===== src/rtl/svt_pkg.sv =====
`timescale 1ns / 1ps
// Shared types and constants of the sorted value table.
// Depends on nothing; sorted_value_table_unit imports it.
package svt_pkg;

    localparam int CAPACITY = 32;
    localparam int VAL_W    = 32;
    localparam int OCC_W    = 6;
    localparam int CNT_W    = $clog2(CAPACITY + 1);
    localparam int ADDR_W   = $clog2(CAPACITY);

    typedef logic [CNT_W-1:0]  cnt_t;
    typedef logic [ADDR_W-1:0] addr_t;
    typedef logic [OCC_W-1:0]  occ_t;

    typedef enum logic [1:0] {
        FUNC_INSERT = 2'd0,
        FUNC_SEARCH = 2'd1,
        FUNC_DELETE = 2'd2,
        FUNC_LIST   = 2'd3
    } func_t;

    typedef enum logic [1:0] {
        STATUS_DONE      = 2'd0,
        STATUS_NOT_FOUND = 2'd1,
        STATUS_FULL      = 2'd2,
        STATUS_EMPTY     = 2'd3
    } status_t;

    typedef struct packed {
        func_t                   func;
        logic signed [VAL_W-1:0] value;
    } cmd_t;

    typedef struct packed {
        status_t                 status;
        logic signed [VAL_W-1:0] value_out;
        logic                    last;
        occ_t                    occupancy;
    } rsp_t;

endpackage


===== src/rtl/svt_ram.sv =====
`timescale 1ns / 1ps
// Generic single-clock RAM: one write port, one read port, registered read.
// Depends on nothing.
module svt_ram #(
    parameter int WIDTH = 32,
    parameter int DEPTH = 32
) (
    input  logic                     clk,
    input  logic                     we,
    input  logic [$clog2(DEPTH)-1:0] waddr,
    input  logic [WIDTH-1:0]         wdata,
    input  logic [$clog2(DEPTH)-1:0] raddr,
    output logic [WIDTH-1:0]         rdata
);

    logic [WIDTH-1:0] mem [DEPTH];

    always_ff @(posedge clk)
    begin
        if (we)
        begin
            mem[waddr] <= wdata;
        end
        rdata <= mem[raddr];
    end

endmodule


===== src/rtl/sorted_value_table_unit.sv =====
`timescale 1ns / 1ps
// Sorted value table: top level with the sequencer around one value RAM.
// Depends on svt_pkg and svt_ram.
//
//  channel   | signals              | transfer
//  ----------+----------------------+-----------------------------------------
//  command   | start, busy, cmd     | transaction taken when start && !busy
//  result    | strobe, rsp          | one-cycle strobe per result, never stalled
//
// Walks: every walk goes through the registered RAM read port, one entry a
// cycle. Insert walks down from the top entry; a value that lands at the head
// is written in a closing state that stands in for the entry below the head.
// Search stops at a match; delete and list walk the whole table, and list
// gives one result a cycle. Full inserts and operations on an empty table
// answer in the cycle after they are taken, without raising busy.
// Reset clears the state and the entry count; RAM contents at or above the count are never read,
// so they need no clearing. Results cannot be held off.
module sorted_value_table_unit
    import svt_pkg::*;
(
    input  logic clk,
    input  logic rst_n,
    input  logic start,
    output logic busy,
    input  cmd_t cmd,
    output logic strobe,
    output rsp_t rsp
);

    typedef enum logic [1:0] {
        ST_IDLE,
        ST_RUN,
        ST_FIX
    } state_t;

    state_t state_reg, state_next;
    func_t  func_reg, func_next;
    logic signed [VAL_W-1:0] val_reg, val_next;
    cnt_t   count_reg, count_next;
    cnt_t   ptr_reg, ptr_next;        // next RAM address to read
    logic   issue_reg, issue_next;    // reads still to be issued
    logic   pv_reg, pv_next;          // RAM read data valid this cycle
    cnt_t   pidx_reg, pidx_next;      // index of that read data
    logic   found_reg, found_next;    // delete: match already seen
    logic   strobe_reg, strobe_next;
    rsp_t   rsp_reg, rsp_next;

    logic              ram_we;
    addr_t             ram_waddr;
    logic [VAL_W-1:0]  ram_wdata;
    addr_t             ram_raddr;
    logic [VAL_W-1:0]  ram_rdata;

    logic signed [VAL_W-1:0] rd_val;
    cnt_t last_idx;
    cnt_t pidx_up;
    cnt_t pidx_dn;
    logic at_last;

    svt_ram #(
        .WIDTH (VAL_W),
        .DEPTH (CAPACITY)
    ) u_ram (
        .clk   (clk),
        .we    (ram_we),
        .waddr (ram_waddr),
        .wdata (ram_wdata),
        .raddr (ram_raddr),
        .rdata (ram_rdata)
    );

    assign rd_val   = $signed(ram_rdata);
    assign last_idx = count_reg - cnt_t'(1);
    assign pidx_up  = pidx_reg + cnt_t'(1);
    assign pidx_dn  = pidx_reg - cnt_t'(1);
    assign at_last  = (pidx_reg == last_idx);

    assign busy   = (state_reg != ST_IDLE);
    assign strobe = strobe_reg;
    assign rsp    = rsp_reg;

    always_comb
    begin
        state_next  = state_reg;
        func_next   = func_reg;
        val_next    = val_reg;
        count_next  = count_reg;
        ptr_next    = ptr_reg;
        issue_next  = issue_reg;
        pv_next     = 1'b0;
        pidx_next   = pidx_reg;
        found_next  = found_reg;
        strobe_next = 1'b0;
        rsp_next    = rsp_reg;
        ram_we      = 1'b0;
        ram_waddr   = '0;
        ram_wdata   = val_reg;
        ram_raddr   = ptr_reg[ADDR_W-1:0];

        case (state_reg)
            ST_IDLE:
            begin
                if (start)
                begin
                    func_next          = cmd.func;
                    val_next           = cmd.value;
                    found_next         = 1'b0;
                    rsp_next.value_out = cmd.value;
                    rsp_next.last      = 1'b1;
                    rsp_next.occupancy = occ_t'(count_reg);
                    if (cmd.func == FUNC_INSERT)
                    begin
                        if (count_reg == cnt_t'(CAPACITY))
                        begin
                            strobe_next     = 1'b1;
                            rsp_next.status = STATUS_FULL;
                        end
                        else if (count_reg == '0)
                        begin
                            // empty table: store at the head right away
                            ram_we             = 1'b1;
                            ram_waddr          = '0;
                            ram_wdata          = cmd.value;
                            count_next         = cnt_t'(1);
                            strobe_next        = 1'b1;
                            rsp_next.status    = STATUS_DONE;
                            rsp_next.occupancy = occ_t'(1);
                        end
                        else
                        begin
                            // walk down from the top entry, shifting as we go
                            ptr_next   = last_idx;
                            issue_next = 1'b1;
                            state_next = ST_RUN;
                        end
                    end
                    else if (count_reg == '0)
                    begin
                        strobe_next = 1'b1;
                        if (cmd.func == FUNC_LIST)
                        begin
                            rsp_next.status    = STATUS_EMPTY;
                            rsp_next.value_out = '0;
                        end
                        else
                        begin
                            rsp_next.status = STATUS_NOT_FOUND;
                        end
                    end
                    else
                    begin
                        ptr_next   = '0;
                        issue_next = 1'b1;
                        state_next = ST_RUN;
                    end
                end
            end

            ST_RUN:
            begin
                // issue side: one read a cycle, up or down the table
                if (issue_reg)
                begin
                    pv_next   = 1'b1;
                    pidx_next = ptr_reg;
                    if (func_reg == FUNC_INSERT)
                    begin
                        if (ptr_reg == '0)
                            issue_next = 1'b0;
                        else
                            ptr_next = ptr_reg - cnt_t'(1);
                    end
                    else
                    begin
                        if (ptr_reg == last_idx)
                            issue_next = 1'b0;
                        else
                            ptr_next = ptr_reg + cnt_t'(1);
                    end
                end

                // process side: act on the entry that just came back
                if (pv_reg)
                begin
                    case (func_reg)
                        FUNC_INSERT:
                        begin
                            ram_we    = 1'b1;
                            ram_waddr = pidx_up[ADDR_W-1:0];
                            if (rd_val >= val_reg)
                            begin
                                // move this entry up one place
                                ram_wdata = ram_rdata;
                                if (pidx_reg == '0)
                                begin
                                    state_next = ST_FIX;
                                    issue_next = 1'b0;
                                    pv_next    = 1'b0;
                                end
                            end
                            else
                            begin
                                ram_wdata          = val_reg;
                                count_next         = count_reg + cnt_t'(1);
                                strobe_next        = 1'b1;
                                rsp_next.status    = STATUS_DONE;
                                rsp_next.occupancy = occ_t'(count_reg + cnt_t'(1));
                                state_next         = ST_IDLE;
                                issue_next         = 1'b0;
                                pv_next            = 1'b0;
                            end
                        end

                        FUNC_SEARCH:
                        begin
                            if (rd_val == val_reg || at_last)
                            begin
                                strobe_next     = 1'b1;
                                rsp_next.status = (rd_val == val_reg) ?
                                                  STATUS_DONE : STATUS_NOT_FOUND;
                                state_next      = ST_IDLE;
                                issue_next      = 1'b0;
                                pv_next         = 1'b0;
                            end
                        end

                        FUNC_DELETE:
                        begin
                            if (found_reg)
                            begin
                                // close the gap left by the removed entry
                                ram_we    = 1'b1;
                                ram_waddr = pidx_dn[ADDR_W-1:0];
                                ram_wdata = ram_rdata;
                            end
                            else if (rd_val == val_reg)
                            begin
                                found_next = 1'b1;
                            end
                            if (at_last)
                            begin
                                strobe_next = 1'b1;
                                state_next  = ST_IDLE;
                                issue_next  = 1'b0;
                                pv_next     = 1'b0;
                                if (found_reg || rd_val == val_reg)
                                begin
                                    count_next         = last_idx;
                                    rsp_next.status    = STATUS_DONE;
                                    rsp_next.occupancy = occ_t'(last_idx);
                                end
                                else
                                begin
                                    rsp_next.status = STATUS_NOT_FOUND;
                                end
                            end
                        end

                        FUNC_LIST:
                        begin
                            strobe_next        = 1'b1;
                            rsp_next.status    = STATUS_DONE;
                            rsp_next.value_out = rd_val;
                            rsp_next.last      = at_last;
                            if (at_last)
                            begin
                                state_next = ST_IDLE;
                                issue_next = 1'b0;
                                pv_next    = 1'b0;
                            end
                        end

                        default:
                        begin
                            state_next = ST_IDLE;
                            issue_next = 1'b0;
                            pv_next    = 1'b0;
                        end
                    endcase
                end
            end

            ST_FIX:
            begin
                // the new value goes to the head
                ram_we             = 1'b1;
                ram_waddr          = '0;
                ram_wdata          = val_reg;
                count_next         = count_reg + cnt_t'(1);
                strobe_next        = 1'b1;
                rsp_next.status    = STATUS_DONE;
                rsp_next.occupancy = occ_t'(count_reg + cnt_t'(1));
                state_next         = ST_IDLE;
            end

            default:
            begin
                state_next = ST_IDLE;
                issue_next = 1'b0;
            end
        endcase
    end

    always_ff @(posedge clk or negedge rst_n)
    begin
        if (!rst_n)
        begin
            state_reg  <= ST_IDLE;
            func_reg   <= FUNC_INSERT;
            val_reg    <= '0;
            count_reg  <= '0;
            ptr_reg    <= '0;
            issue_reg  <= 1'b0;
            pv_reg     <= 1'b0;
            pidx_reg   <= '0;
            found_reg  <= 1'b0;
            strobe_reg <= 1'b0;
            rsp_reg    <= '0;
        end
        else
        begin
            state_reg  <= state_next;
            func_reg   <= func_next;
            val_reg    <= val_next;
            count_reg  <= count_next;
            ptr_reg    <= ptr_next;
            issue_reg  <= issue_next;
            pv_reg     <= pv_next;
            pidx_reg   <= pidx_next;
            found_reg  <= found_next;
            strobe_reg <= strobe_next;
            rsp_reg    <= rsp_next;
        end
    end

endmodule

===== config.mk =====
export PLATFORM = sky130hd
export DESIGN_NAME = sorted_value_table_unit
export DESIGN_NICKNAME = d
export VERILOG_FILES = /design/src/rtl/svt_pkg.sv /design/src/rtl/svt_ram.sv /design/src/rtl/sorted_value_table_unit.sv
export SDC_FILE = /design/constraint.sdc
export NUM_CORES = 1
export LEC_CHECK = 0
export ABC_CLOCK_PERIOD_IN_PS = 5170
export BUFFER_PORTS_ARGS = -buffer_cell sky130_fd_sc_hd__buf_2
export CORE_ASPECT_RATIO = 1.5
export CORE_MARGIN = 2
export CORE_UTILIZATION = 40
export CTS_CLUSTER_SIZE = 24
export DETAILED_ROUTE_END_ITERATION = 8
export GPL_ROUTABILITY_DRIVEN = 1
export PLACE_DENSITY = 0.52
export RECOVER_POWER = 50
export SYNTH_ARGS = -nofsm -noshare
export SYNTH_HDL_FRONTEND = slang
export SYNTH_SLANG_ARGS = --single-unit
export TNS_END_PERCENT = 30

===== constraint.sdc =====
create_clock -name clk -period 5.17 [get_ports clk]
set_input_delay 0.517 -clock clk [delete_from_list [all_inputs] [get_ports clk]]
set_output_delay 0.517 -clock clk [all_outputs]
set_load 0.005 [all_outputs]

==> results.md, run 1 <==
* Outcome: complete, but fails checks
* Failing checks: capacitance limit, slew limit
* Area after detailed placement at 0.0499 mm^2
* Classification of the worst-slack hold path: input port to register
* Aggregate negative setup slack at 0 ns
* Initial drt markers at 2507
* Sinks on Clock Net at 1149
* Cell count after synthesis at around 2400
* Number of storage elements in the synthesis netlist at 1149
* Area of the die at 0.119 mm^2
* Critical path class: register to register
* Area of all placed cells without fillers at 0.0531 mm^2
* Cts bufs inserted at approximately 110
* Area of the mapped netlist at 0.0466 mm^2
* Post-layout min period at around 4.7 ns
* YS warnings at 0
* Transition time of the tightest slew-check pin at 2.33 ns
* Nets in the synthesized netlist at 2437
* Area contributors post-synth: sky130_fd_sc_hd__edfxtp_1 66%, sky130_fd_sc_hd__mux4_2 15%, sky130_fd_sc_hd__dfrtp_1 5.0%, sky130_fd_sc_hd__mux2_2 1.7%, sky130_fd_sc_hd__dfxtp_1 1.4%
* Initial antenna violation count at 12
* Max clock buf depth at 3
* Data arrival, critical path at 4.98 ns
* CP required at 5.50 ns
* Global-route wire length before repair at between 150000 and 200000 um
* Most frequent cells after synthesis: 1024 x sky130_fd_sc_hd__edfxtp_1, 320 x sky130_fd_sc_hd__mux4_2, 97 x sky130_fd_sc_hd__nor2_1
* Area share of the largest cell type after synthesis at 65.9%
* Average detailed-routed wire length per instance at roughly 33 um
* Final worst-path cycle share at around nine tenths
* Effective utilization at floorplan at 40.3%
* Biggest area consumer among synthesized cells: sky130_fd_sc_hd__edfxtp_1
* Number of flip-flops under the largest register name at 1024
* Largest driver fanout on the critical path at 31
* Total iterations of the first detailed-routing run at 6
* Relative contribution of combinational cells to total power at 33.9%
* Switching part of the total at 35.0%
* Internal cell power at around 21 mW
* Mean number of vias per cell at between 5 and 6
* Endpoints failing setup at 0
* Share of post-route cells with drive strength above 1 at 27.5%
* Post-Route Skew at 0.0532 ns
* Final Slew Violations at 327
* Number of nets in the layout at 2604
* Clock group share of total power at 24.0%
* Area of the core region at 0.116 mm^2
* Maximum clock frequency at approximately 210 MHz
* Max capacitance violation total at 11
* Post-layout util at 45.8%
* Per-instance average area after synthesis at 19.8 um^2
* Slack of the worst reg-to-reg path at 0.52 ns
* Grt total ovfl at 0
* Total GRT Usage at 23.5%
* Maximum VDD drop at 0.419 mV
* Seq/Total Area, Yosys at 72.3%
* CTS tree: yes
* Sw power at around 12 mW
* Post-detail-place hpwl at 84500 um
* Sequential Power Share at between 40% and 50%
* Number of global-route vias before repair at 25132
* Worst-skew pair later-pin latency at 0.73 ns
* Number of core rows at ~150
* Final hold violation count at 0
* Detailed Route WL at 138000 um
* H-tree levels at 3
* Share of async-settable or async-resettable flops after synthesis at under 10%
* Layout area overhead at 13.8%
* Maximum number of pins on one net before global-route repair at 65
* I/O pin total at 80
* Leakage power at 17.2 nW
* Worst max-slew margin expressed relative to the limit at -55.6%
* Gpl congestion at 0.906
* Count of buffers inserted at the top-level ports at 79
* Vias at 24204
* Horizontal die dimension at 283 um
* RSZ-0062 raised after global routing: no
* DRT antenna net count at 0
* Die Ht at 422 um
* Clk pin slew, worst setup/hold paths at 0.07 ns
* Number of remaining DRC errors at 0
* Number of different library cells in the post-synthesis netlist at 69
* Most frequently used flop master after synthesis: sky130_fd_sc_hd__edfxtp_1
* Most common cell in the netlist: sky130_fd_sc_hd__edfxtp_1
* Total power divided by cell area at 620 mW/mm^2
* Root Buffer Master: sky130_fd_sc_hd__clkbuf_16
* Number of enable-type register cells in the synthesized netlist at 1024
* Count of filler cells inserted in the layout at 9820
* Critical path capture point type: register
* Crit start category: register
layer usage:
layer	routed length, um	vias to the layer above	GRT usage, %
li1	-	10033	-
met1	52200	13127	29.1
met2	73400	844	41.8
met3	6650	200	2.88
met4	5610	0	8.81
met5	0	-	0
power by group through the flow:
stage	clock [mW]	combinational, mW	sequential [mW]
3_5_place_dp	0	11.5	14.0
3_3_place_gp	0	11.3	14.0
6_report	7.91	11.2	13.8
5_1_grt	8.41	11.9	13.9
2_1_floorplan	0	7.22	13.4
4_1_cts	8.09	11.6	13.8
path summary, 6_finish.rpt:
check | startpoint | endpoint | depth (start not counted)
max | state_reg[1] | u_ram.mem[21][30] | 7
min | cmd[19] | val_reg[19] | 2
max reg2reg | state_reg[1] | u_ram.mem[21][30] | 7
min reg2reg | val_reg[4] | val_reg[4] | 1
max in group asynchronous | rst_n | val_reg[28] | 3
min in group asynchronous | rst_n | val_reg[2] | 2
cell type report:
cell class / instances / area (um^2) / share of cell area, %
Sequential cell: 1149 / 33700 / 63.5
Antenna cell: 20 / 50.0 / 0.0943
Timing Repair Buffer: 190 / 1330 / 2.50
Inverter: 57 / 216 / 0.408
Clock buffer: 129 / 2780 / 5.24
Clock inverter: 68 / 699 / 1.32
Tap cell: 1550 / 1940 / 3.65
Multi-Input combinational cell: 1012 / 12300 / 23.2
logic make-up after synthesis:
group / count (synthesis) / share of synthesized area [%]
buffers and inverters: 189 / 1.58
and+or+nand+nor: 244 / 2.49
adders and majority gates: 50 / 1.36
DFF: 1149 / 72.3
muxes: 406 / 17.5
xor gates and xnor gates: 25 / 0.515
AOI/OAI and AO/OA: 287 / 4.26
worst max-delay path, stage by stage (launching register included):
cell,delay (ns)
sky130_fd_sc_hd__dfrtp_1,0.42
sky130_fd_sc_hd__inv_1,0.12
sky130_fd_sc_hd__ha_1,0.45
sky130_fd_sc_hd__clkbuf_1,1.17
sky130_fd_sc_hd__and3_1,0.38
sky130_fd_sc_hd__nand3_1,0.36
sky130_fd_sc_hd__nor2_1,0.28
sky130_fd_sc_hd__clkbuf_2,1.03
placed cells by master (no fill, tap or decap), types with 23 or more instances in the layout:
master                      netlist  routed
sky130_fd_sc_hd__buf_2           16      40
sky130_fd_sc_hd__clkinv_2         0      23
sky130_fd_sc_hd__ha_1            49      49
sky130_fd_sc_hd__o21ai_0         40      41
sky130_fd_sc_hd__clkbuf_1        87      71
sky130_fd_sc_hd__a21oi_1         77      79
sky130_fd_sc_hd__clkbuf_16        0     108
sky130_fd_sc_hd__buf_4            2      54
sky130_fd_sc_hd__dfxtp_1         32      32
sky130_fd_sc_hd__a221o_1         26      26
sky130_fd_sc_hd__inv_1           54      53
sky130_fd_sc_hd__a22oi_1         38      38
sky130_fd_sc_hd__nor2_1          97      78
sky130_fd_sc_hd__mux2_2          69      55
sky130_fd_sc_hd__clkbuf_2         0      23
sky130_fd_sc_hd__dfrtp_1         93      89
sky130_fd_sc_hd__nand2_1         57      57
sky130_fd_sc_hd__edfxtp_1      1024    1024
sky130_fd_sc_hd__mux4_2         320     320
per-stage QoR:
step	worst slack, ns	hold slack (ns)	cells	power [mW]
5_1_grt	0.264	0.0875	4173	34.3
3_5_place_dp	0.842	0.493	3957	25.5
2_1_floorplan	1.03	0.221	2350	20.6
3_3_place_gp	0.876	0.492	3957	25.3
4_1_cts	0.849	0.0464	4155	33.4
6_report	0.518	0.0983	4175	32.9
timing repair:
action	CTS	global route
buffers inserted	0	0
endpoints found under the setup margin	0	0
endpoints found under the hold margin	59	0
hold buffers	1	0
gates resized for setup	0	0
Power figures use the tool's default switching activity.
==> run 2, diff against run 1 <==
- CELL_PAD_IN_SITES_DETAIL_PLACEMENT: default -> 0
- CELL_PAD_IN_SITES_GLOBAL_PLACEMENT: default -> 1
- PLACE_DENSITY: 0.52 -> 0.58
==> run 2 against run 1 <==
  * The flow still finishes with violations (capacitance limit, slew limit)
  * Register-to-register slack gained 0.02 ns
  * Largest power group unchanged
  * Sequential share of layout area grew 0.085 points
  * Maximum frequency grew 0.39%
  * Non-clock buffer count shrank 13
  * Combinational power is essentially flat
  * Highest routed layer is now met5
  * Critical path type unchanged
==> results.md, run 2 (same netlist as run 1, synthesis figures left out) <==
* Placed cells at between 3000 and 4000
* Total iterations of the first detailed-routing run at 5
* Global-route wire length before repair at 189000 um
* Layout area overhead at 13.7%
* Number of global-route vias before repair at ~25000
* Number of nets in the layout at 2592
* Largest driver fanout on the critical path at 32
* Cell count of the worst reg-to-reg path at 10
* Die Ht at 422 um
* Maximum clock frequency at between 200 and 250 MHz
* Classification of the worst-slack hold path: input port to register
* Number of core rows at 153
* Post-CTS Resized at 0
* Share of post-route cells with drive strength above 1 at 27.2%
* Area of the die at 0.119 mm^2
* Worst-skew pair later-pin latency at 0.74 ns
* Worst Hold Margin at 0.0883 ns
* Count of buffers inserted at the top-level ports at 79
* Worst max-slew margin expressed relative to the limit at -101%
* CP required at 5.48 ns
* Total GRT Usage at 22.8%
* Final hold violation count at 0
* Effective utilization at floorplan at 40.3%
* Number of flip-flops under the largest register name at just over 1000
* Slack of the worst reg-to-reg path at 0.54 ns
* Commonest non-fill, non-tap cells in the layout: 1024 x sky130_fd_sc_hd__edfxtp_1, 320 x sky130_fd_sc_hd__mux4_2, 108 x sky130_fd_sc_hd__clkbuf_16, 90 x sky130_fd_sc_hd__dfrtp_1, 78 x sky130_fd_sc_hd__a21oi_1
* Leakage power at 17.2 nW
* Initial antenna violation count at 16
* Failing checks: capacitance limit, slew limit
* Area of the core region at ~0.12 mm^2
* Average detailed-routed wire length per instance at 32.2 um
* Vias at 23892
* Number of remaining DRC errors at 0
* Max capacitance violation total at 7
* Cell count of the worst hold path at 2
* Met3 routed wirelength at 7100 um
* Crit start category: register
* Critical path capture point type: register
* Clk pin slew, worst setup/hold paths at 0.07 ns
* Post-layout min period at 4.63 ns
* Topmost layer with routed signal wires: met5
* Post-CTS repair timing setup buffer count at 0
* Sinks on Clock Net at 1149
* CTS tree: yes
* Horizontal die dimension at 283 um
* Area taken by flip-flops and latches at 0.0337 mm^2
* Critical path class: register to register
* Non-filler cells in the finished layout at a little over 4000
* Met2 WL at 71700 um
* Final Slew Violations at 241
* Outcome: complete, but fails checks
* Mean number of vias per cell at 5.75
* Count of filler cells inserted in the layout at 9785
* Detailed Route WL at 134000 um
* Capture endpoint of the worst hold path: val_reg[5]
* Max clock buf depth at 3
* Maximum VDD drop at roughly 0.39 mV
* Cts bufs inserted at about 110
* Gpl congestion at 0.837
* Transition time of the tightest slew-check pin at 3.01 ns
* I/O pin total at 80
* Hold Buf Count CTS at 1
* Post-Route Skew at 0.0389 ns
* Hold Path Origin: cmd[5]
* Initial drt markers at 2112
* Grt total ovfl at 0
* Most common cell after layout, fill and taps aside: sky130_fd_sc_hd__edfxtp_1
* Post-detail-place hpwl at 84500 um
* H-tree levels at 3
* Reg-to-Reg End: u_ram.mem[28][22]
* RSZ-0062 raised after global routing: no
* Root Buffer Master: sky130_fd_sc_hd__clkbuf_16
* Final worst-path cycle share at 89.6%
* Endpoints failing setup at 0
* Data arrival, critical path at 4.94 ns
* Maximum number of pins on one net before global-route repair at a little over 100
* WL met1 at between 40000 and 50000 um
* Aggregate negative setup slack at 0 ns
* Multi-input gate area at ~0.012 mm^2
* DRT antenna net count at 0
* Total power at 33.2 mW
* Source of the worst register-to-register timing path: func_reg[1]
* Total power divided by cell area at ~630 mW/mm^2
==> run 2: cell types whose count changed in the layout (fill, tap and decap cells not counted), moves of 3 or more <==
cell	previous run	this run
sky130_fd_sc_hd__clkinv_4	1	4
sky130_fd_sc_hd__mux2_2	55	48
sky130_fd_sc_hd__nor2_1	78	71
sky130_fd_sc_hd__buf_4	54	48
sky130_fd_sc_hd__nor2_4	18	23
sky130_fd_sc_hd__buf_2	40	44
sky130_fd_sc_hd__diode_2	20	12
sky130_fd_sc_hd__clkinv_1	20	23
sky130_fd_sc_hd__mux2_1	19	26
sky130_fd_sc_hd__clkinv_2	23	20
sky130_fd_sc_hd__clkbuf_2	23	19
sky130_fd_sc_hd__buf_12	19	14
sky130_fd_sc_hd__clkinvlp_4	9	4
==> run 2: how the worst max path moves through the flow <==
| stage | from | end | slack (ns) | depth (start not counted) |
|---|---|---|---|---|
| floorplan | val_reg[23] | u_ram.mem[0][11] | 1.03 | 11 |
| finish | func_reg[1] | u_ram.mem[28][22] | 0.54 | 10 |
| detailed placement | val_reg[15] | u_ram.mem[0][26] | 0.85 | 9 |
| CTS | val_reg[15] | u_ram.mem[12][26] | 0.85 | 9 |
| global route | val_reg[15] | u_ram.mem[8][2] | 0.32 | 11 |
| global placement | val_reg[25] | u_ram.mem[0][26] | 1.00 | 10 |
==> run 2: where the power goes <==
group | total, mW | internal, mW | switching [mW] | leakage (nW)
Clock | 7.96 | 4.40 | 3.56 | 1.71
Combinational | 11.5 | 4.16 | 7.33 | 4.85
Sequential | 13.7 | 12.9 | 0.840 | 10.6
Total | 33.2 | 21.4 | 11.7 | 17.2
==> run 2: cell type report <==
| class | instances | area share (%) |
|---|---|---|
| timing repair buffer | 177 | 2.20 |
| multi-input combinational | 1012 | 23.4 |
| clock buffer | 131 | 5.30 |
| inverter | 57 | 0.408 |
| clock inverter | 67 | 1.33 |
| tap | 1550 | 3.66 |
| antenna | 12 | 0.0566 |
| sequential | 1149 | 63.6 |
==> run 2: routing by layer <==
layer | vias to the layer above | track usage (%)
met2 | 765 | 40.0
met1 | 12892 | 27.8
met3 | 213 | 3.37
met4 | 2 | 9.88
met5 | - | 0
li1 | 10020 | -
==> run 2: through the flow <==
step	instance area, um^2	util, %	worst slack (ns)
after floorplan	46600	-	1.03
after global placement	49700	42.9	1.00
after detailed placement	49700	42.9	0.849
after CTS	53200	46.0	0.848
after global routing	53000	45.8	0.321
final	53000	45.8	0.536
==> run 2: worst max-delay path: stages (launching register included) <==
cell	delay, ns
sky130_fd_sc_hd__dfrtp_1	0.42
sky130_fd_sc_hd__inv_1	0.11
sky130_fd_sc_hd__ha_1	0.48
sky130_fd_sc_hd__buf_4	0.31
sky130_fd_sc_hd__clkinv_1	0.38
sky130_fd_sc_hd__o31ai_1	0.38
sky130_fd_sc_hd__a221oi_1	0.21
sky130_fd_sc_hd__nor2_1	0.27
sky130_fd_sc_hd__nand3_1	0.38
sky130_fd_sc_hd__nor2_4	0.16
sky130_fd_sc_hd__buf_2	1.09
